==> src/hw/rtl/eip_pkg.sv <==
`timescale 1ns / 1ps

package eip_pkg;

  // Fixed port widths of the request and result channels
  localparam int unsigned ActionW    = 3;
  localparam int unsigned IdInW      = 8;
  localparam int unsigned MaskIoW    = 32;
  localparam int unsigned ResultIdW  = 7;
  localparam int unsigned CountOutW  = 8;

  typedef enum logic [ActionW-1:0] {
    ACT_CREATE   = 3'd0,
    ACT_DESTROY  = 3'd1,
    ACT_SET_MASK = 3'd2,
    ACT_GET_MASK = 3'd3,
    ACT_READ     = 3'd4
  } action_e;

  typedef enum logic [2:0] {
    RESP_FAIL,
    RESP_OK,
    RESP_ALLOC,
    RESP_MASK,
    RESP_ENTRY
  } resp_e;

  typedef enum logic [2:0] {
    ST_CLEAR,
    ST_IDLE,
    ST_DISPATCH,
    ST_CR_COMMIT,
    ST_DS_CHECK,
    ST_DS_MOVE,
    ST_DS_FREE,
    ST_RD_WAIT
  } state_e;

  typedef struct packed {
    logic  clr_step;
    logic  load_req;
    logic  rd_fifo;
    logic  rd_meta;
    logic  rd_list_last;
    logic  rd_list_idx;
    logic  rd_mask;
    logic  wr_mask_zero;
    logic  wr_mask_set;
    logic  alloc;
    logic  move;
    logic  free;
    logic  respond;
    resp_e resp;
  } cmd_t;

  typedef struct packed {
    action_e action;
    logic    clear_last;
    logic    full;
    logic    empty;
    logic    in_range;
    logic    idx_ok;
    logic    living;
    logic    slot_free;
  } stat_t;

endpackage

==> src/hw/rtl/eip_ctrl.sv <==
`timescale 1ns / 1ps

module eip_ctrl import eip_pkg::*; (
  input  logic  clk_i,
  input  logic  rst_ni,
  input  logic  in_valid_i,
  output logic  in_stall_o,
  input  stat_t stat_i,
  output cmd_t  cmd_o
);

  state_e state_q, state_d;

  always_ff @(posedge clk_i or negedge rst_ni) begin
    if (!rst_ni) begin
      state_q <= ST_CLEAR;
    end else begin
      state_q <= state_d;
    end
  end

  always_comb begin
    state_d    = state_q;
    cmd_o      = '0;
    in_stall_o = (state_q != ST_IDLE);
    unique case (state_q)
      ST_CLEAR: begin
        cmd_o.clr_step = 1'b1;
        if (stat_i.clear_last) begin
          state_d = ST_IDLE;
        end
      end
      ST_IDLE: begin
        if (in_valid_i) begin
          cmd_o.load_req = 1'b1;
          state_d        = ST_DISPATCH;
        end
      end
      ST_DISPATCH: begin
        unique case (stat_i.action)
          ACT_CREATE: begin
            if (!stat_i.full) begin
              cmd_o.rd_fifo = 1'b1;
              state_d       = ST_CR_COMMIT;
            end else if (stat_i.slot_free) begin
              cmd_o.respond = 1'b1;
              cmd_o.resp    = RESP_FAIL;
              state_d       = ST_IDLE;
            end
          end
          ACT_DESTROY: begin
            if (stat_i.in_range && !stat_i.empty) begin
              cmd_o.wr_mask_zero = 1'b1;
              cmd_o.rd_meta      = 1'b1;
              state_d            = ST_DS_CHECK;
            end else if (stat_i.slot_free) begin
              cmd_o.respond = 1'b1;
              cmd_o.resp    = RESP_FAIL;
              state_d       = ST_IDLE;
            end
          end
          ACT_SET_MASK: begin
            if (stat_i.slot_free) begin
              cmd_o.wr_mask_set = stat_i.in_range;
              cmd_o.respond     = 1'b1;
              cmd_o.resp        = stat_i.in_range ? RESP_OK : RESP_FAIL;
              state_d           = ST_IDLE;
            end
          end
          ACT_GET_MASK: begin
            if (stat_i.in_range) begin
              cmd_o.rd_mask = 1'b1;
              state_d       = ST_RD_WAIT;
            end else if (stat_i.slot_free) begin
              cmd_o.respond = 1'b1;
              cmd_o.resp    = RESP_FAIL;
              state_d       = ST_IDLE;
            end
          end
          ACT_READ: begin
            if (stat_i.idx_ok) begin
              cmd_o.rd_list_idx = 1'b1;
              state_d           = ST_RD_WAIT;
            end else if (stat_i.slot_free) begin
              cmd_o.respond = 1'b1;
              cmd_o.resp    = RESP_FAIL;
              state_d       = ST_IDLE;
            end
          end
          default: begin
            if (stat_i.slot_free) begin
              cmd_o.respond = 1'b1;
              cmd_o.resp    = RESP_FAIL;
              state_d       = ST_IDLE;
            end
          end
        endcase
      end
      ST_CR_COMMIT: begin
        if (stat_i.slot_free) begin
          cmd_o.alloc   = 1'b1;
          cmd_o.respond = 1'b1;
          cmd_o.resp    = RESP_ALLOC;
          state_d       = ST_IDLE;
        end
      end
      ST_DS_CHECK: begin
        if (stat_i.living) begin
          cmd_o.rd_list_last = 1'b1;
          state_d            = ST_DS_MOVE;
        end else if (stat_i.slot_free) begin
          // mask already cleared; nothing else changes
          cmd_o.respond = 1'b1;
          cmd_o.resp    = RESP_FAIL;
          state_d       = ST_IDLE;
        end
      end
      ST_DS_MOVE: begin
        cmd_o.move = 1'b1;
        state_d    = ST_DS_FREE;
      end
      ST_DS_FREE: begin
        if (stat_i.slot_free) begin
          cmd_o.free    = 1'b1;
          cmd_o.respond = 1'b1;
          cmd_o.resp    = RESP_OK;
          state_d       = ST_IDLE;
        end
      end
      ST_RD_WAIT: begin
        if (stat_i.slot_free) begin
          cmd_o.respond = 1'b1;
          cmd_o.resp    = (stat_i.action == ACT_GET_MASK) ? RESP_MASK : RESP_ENTRY;
          state_d       = ST_IDLE;
        end
      end
      default: begin
        state_d = ST_IDLE;
      end
    endcase
  end

endmodule

==> config.mk <==
export PLATFORM = sky130hd
export DESIGN_NAME = eip_ctrl
export DESIGN_NICKNAME = d
export VERILOG_FILES = /design/src/hw/rtl/eip_pkg.sv /design/src/hw/rtl/eip_ctrl.sv
export SDC_FILE = /design/constraint.sdc
export NUM_CORES = 1
export LEC_CHECK = 0
export BUFFER_PORTS_ARGS = -buffer_cell sky130_fd_sc_hd__buf_2
export CELL_PAD_IN_SITES_DETAIL_PLACEMENT = 1
export CELL_PAD_IN_SITES_GLOBAL_PLACEMENT = 1
export CORE_MARGIN = 4
export CORE_UTILIZATION = 29
export DETAILED_ROUTE_END_ITERATION = 7
export HOLD_SLACK_MARGIN = 0.05
export PLACE_DENSITY = 0.86
export SLEW_MARGIN = 20
export SYNTH_ARGS = -nofsm -noshare
export SYNTH_HDL_FRONTEND = slang
export SYNTH_SLANG_ARGS = --single-unit
==> constraint.sdc <==
create_clock -name clk_i -period 1.53 [get_ports clk_i]
set_input_delay 0.306 -clock clk_i [delete_from_list [all_inputs] [get_ports clk_i]]
set_output_delay 0.306 -clock clk_i [all_outputs]
set_load 0.005 [all_outputs]
# [After elaboration in Yosys (flattened, before gate mapping)]
# Index checks and enable logic that the tools add are counted.
[word_totals] reg_bits=3 inputBits=13 output_inout_bits=17 elab_cells=66
[op_classes] eq_ne=14 muxes=45 n_reduce_logical=6
[ops] cell="$mux W4" n=10
[ops] cell="$pmux W4 S5" n=2
[ops] cell="$mux W3" n=9
[ops] cell="$mux W1" n=20
[ops] cell="$pmux W3 S6" n=1
[ops] cell="$eq A3 B3 Y1 const B" n=5
[ops] cell="$eq A3 B2 Y1 const B" n=4
[ops] cell="$pmux W3 S4" n=1
[ops] cell="$eq A3 B1 Y1 const B" n=2
[ops] cell="$logic_not A3 Y1" n=2
[ops] cell="$mux W5" n=1
[ops] cell="$ne A2 B2 Y1 const B" n=2
[ops] cell="$ne A3 B1 Y1 const B" n=1
[ops] cell="$reduce_or A3 Y1" n=1
[ops] cell="$mux W2" n=1
[ops] cell="$reduce_and A2 Y1" n=1
[ops] cell="$logic_and A1 B1 Y1" n=1
[ops] cell="$logic_not A1 Y1" n=1

# [Depth between registers and ports, before layout]
[logic_depth] word_depth=5 mapped_depth=5

# [Worst setup path after synthesis]
# OpenSTA, ideal clock, no wires.
[synth_timing] kind="register to output" from="register state_q[2]" to="output cmd_o[14] (netlist name)" arrival_time_ps=1207 slack_ps=17 path_stages_with_launch=4 n_path_buf=1 cell_sequence="dfrtp_1 > clkbuf_1 > or3b_2 > nor2_1"
[synth_lines] item="start, declared" line_no="eip_ctrl.sv:12" text="state_e state_q, state_d;"
[synth_lines] item="start signal, assigned" line_no="eip_ctrl.sv:18" text="state_q <= state_d;"
[synth_lines] item="end, declared" line_no="eip_ctrl.sv:9" text="output cmd_t cmd_o"

==> metrics.csv <==
metric;value;unit
largest_register_ffs;3;
arrival;1.48;ns
crit_buf_inv;2;
drive_above_1_share;0.5639;
cpPeakStageDelay;0.42;ns
seq_area_frac_synth;0.1307;
gp_congestion;0.7936;
worstSetupEndpointType;output port;
cp_cell_sequence;buf_6 > or3b_4 > nor2_1 > buf_2;
antenna_left;0;
die-area;2756;um^2
syn2layout_area_growth;84.75;%
busiest_layer;met2;
p_leak;0.4880;nW
synth-edff-count;0;
p_sw_frac;0.4582;
crit_slowest_cell;dfrtp_1;
synth-main-ff-cell;dfrtp_1;
worst_slack;-0.2549;ns
grt_start_max_net_pins;11;
hold_path.class;input port to asynchronous set/reset pin;
max_flop_register;state_q;
critical_path_depth;4;
fmax;560.3;MHz
crit_type;flip-flop to output port;
p_total;1.603;mW
maxCapViolations;0;
run_status;finished, violations left;
cts_buffer_depth;2;
port-buffer-count;29;
synth_top_area_frac;0.1307;
clock-sinks;3;
post-route-min-period;1.785;ns
setup_viol;19;
drc_errors;0;
synth_largest_area_cell;dfrtp_1;
r2r_cells;6;
layout_worst_path_cycle_share;1.167;
io_pins;30;
wl;3.116;mm
root_buffer;clkbuf_4;
use_met2;0.3967;
grt.total_usage;0.2076;
grt_pass1_vias;914;
avgSynthCellArea;6.601;um^2
final_core_util;0.5889;
netlist_area;574.3;um^2
p_sw;0.7346;mW
hold_slack;0.4004;ns
powerDensity;1511;nW/um^2
async_flop_share;1.000;
via_per_inst;5.563;
regToRegSetupSlack;-0.22;ns
clk_pin_slew;0.04;ns
crit_family;simple AND/OR/NAND/NOR gates;
yosysWarningCount;0;
cts-htree-levels;1;
grtUsageMet3;0.04274;
cp-start-kind;flip-flop;
skew;0.007309;ns
slew_headroom;0.7214;
timing.final.hold_violations;0;
hpwl;1.711;mm
ys_ff_latch;3;
wl_per_cell;19.72;um
worstMarginPinSlew;0.4154;ns
grt_util_met1;0.2432;
sequentialPowerShare;0.093;
fin_nets;147;
clkLatencyLatePin;0.25;ns
initial_core_util;0.3188;
synth_commonest_cells;13 x nor2_1, 6 x clkbuf_1, 6 x nand2_1, 6 x nor2b_1, 6 x nor3_1;
yosys-top-cells-area;dfrtp_1 13%, nor2_1 8.5%, nor2b_1 6.5%;
combPwrFrac;0.811;
die_h;52.50;um
die_w;52.50;um
slew_viol_final;0;
syn_nets;100;
firstDrtPassIters;4;
rr_startpoint;state_q[1];
grt_pass1_wl;4.250;mm
power_frac_clock;0.096;
reg_top3;state_q x3;
worstPathRequired;1.22;ns
cts_tree;built;
antenna_cells;0;
overflow;0;
intPower;0.8686;mW
synth_most_common_cell;nor2_1;
vias;879;
grt_antenna_before_repair;0;
synth_cells;87;
max-vdd-ir-drop;932.5;uV
coreArea;1802;um^2
violations;negative setup slack;
critPathMaxFanout;3;
ys_types;36;
cts_made_buffers;3;
drt_iter0_markers;12;
startpoint;state_q[1];
rsz0062_at_grt;yes;
placementRows;15;
cell families after synthesis:
group           Yosys count  share of synthesized area
buf+inv                  11                    0.09150
compound gates           24                     0.3225
simple gates             49                     0.4554
flops                     3                     0.1307
final timing paths:
kind                               to
setup / recovery            cmd_o[14]
hold / removal             state_q[1]
setup reg to reg           state_q[0]
hold reg to reg            state_q[2]
max in group asynchronous  state_q[0]
min in group clk_i         state_q[0]
power by group through the flow:
stage	Combinational [mW]	Clock (mW)	Sequential [mW]
after floorplan	0.454	0	0.151
after global placement	0.724	0	0.133
after detailed placement	0.757	0	0.138
after CTS	1.06	0.147	0.144
after global routing	1.38	0.179	0.156
final	1.30	0.154	0.149
layout by cell type (no fill, tap or decap), types with 4 or more instances in the layout:
cell type	Yosys	routed
buf_2	0	28
buf_4	1	11
nor2_1	13	10
buf_6	1	8
nor2b_1	6	5
nor3_1	6	5
a21oi_1	4	4
nand2_1	6	4
o21ai_0	5	4
cell type report:
| cell class | instances | area (um^2) |
|---|---|---|
| tap | 25 | 31.28 |
| clock buffer | 4 | 26.28 |
| multi-input combinational | 73 | 564.3 |
| fill | 232 | 740.7 |
| sequential | 3 | 75.07 |
| inverter | 3 | 11.26 |
| timing repair buffer | 50 | 352.8 |
routing by layer:
layer / part of all wire / wire length, um
met2: 0.52 / 1614
met3: 0.056 / 176
met1: 0.41 / 1265
met5: 0 / 0
met4: 0.019 / 59
timing repair:
item | CTS | global route
pin swaps | 3 | 6
endpoints found under the setup margin | 16 | 19
endpoints found under the hold margin | 3 | 0
hold buffers | 1 | 0
setup buffers | 6 | 3
resized for setup | 20 | 16
stage by stage:
step           instance area (um^2)  TNS [ns]  cells  setup WS (ns)
3_3_place_gp                  799.5         0    145        0.03117
4_1_cts                       965.9    -1.226    155        -0.1844
2_1_floorplan                 574.3         0     87        0.01665
6_report                       1061    -2.603    158        -0.2549
3_5_place_dp                  799.5  -0.02951    145       -0.02432
5_1_grt                        1061    -4.203    158        -0.3482
Note: power is estimated with default switching activity, not from simulation.
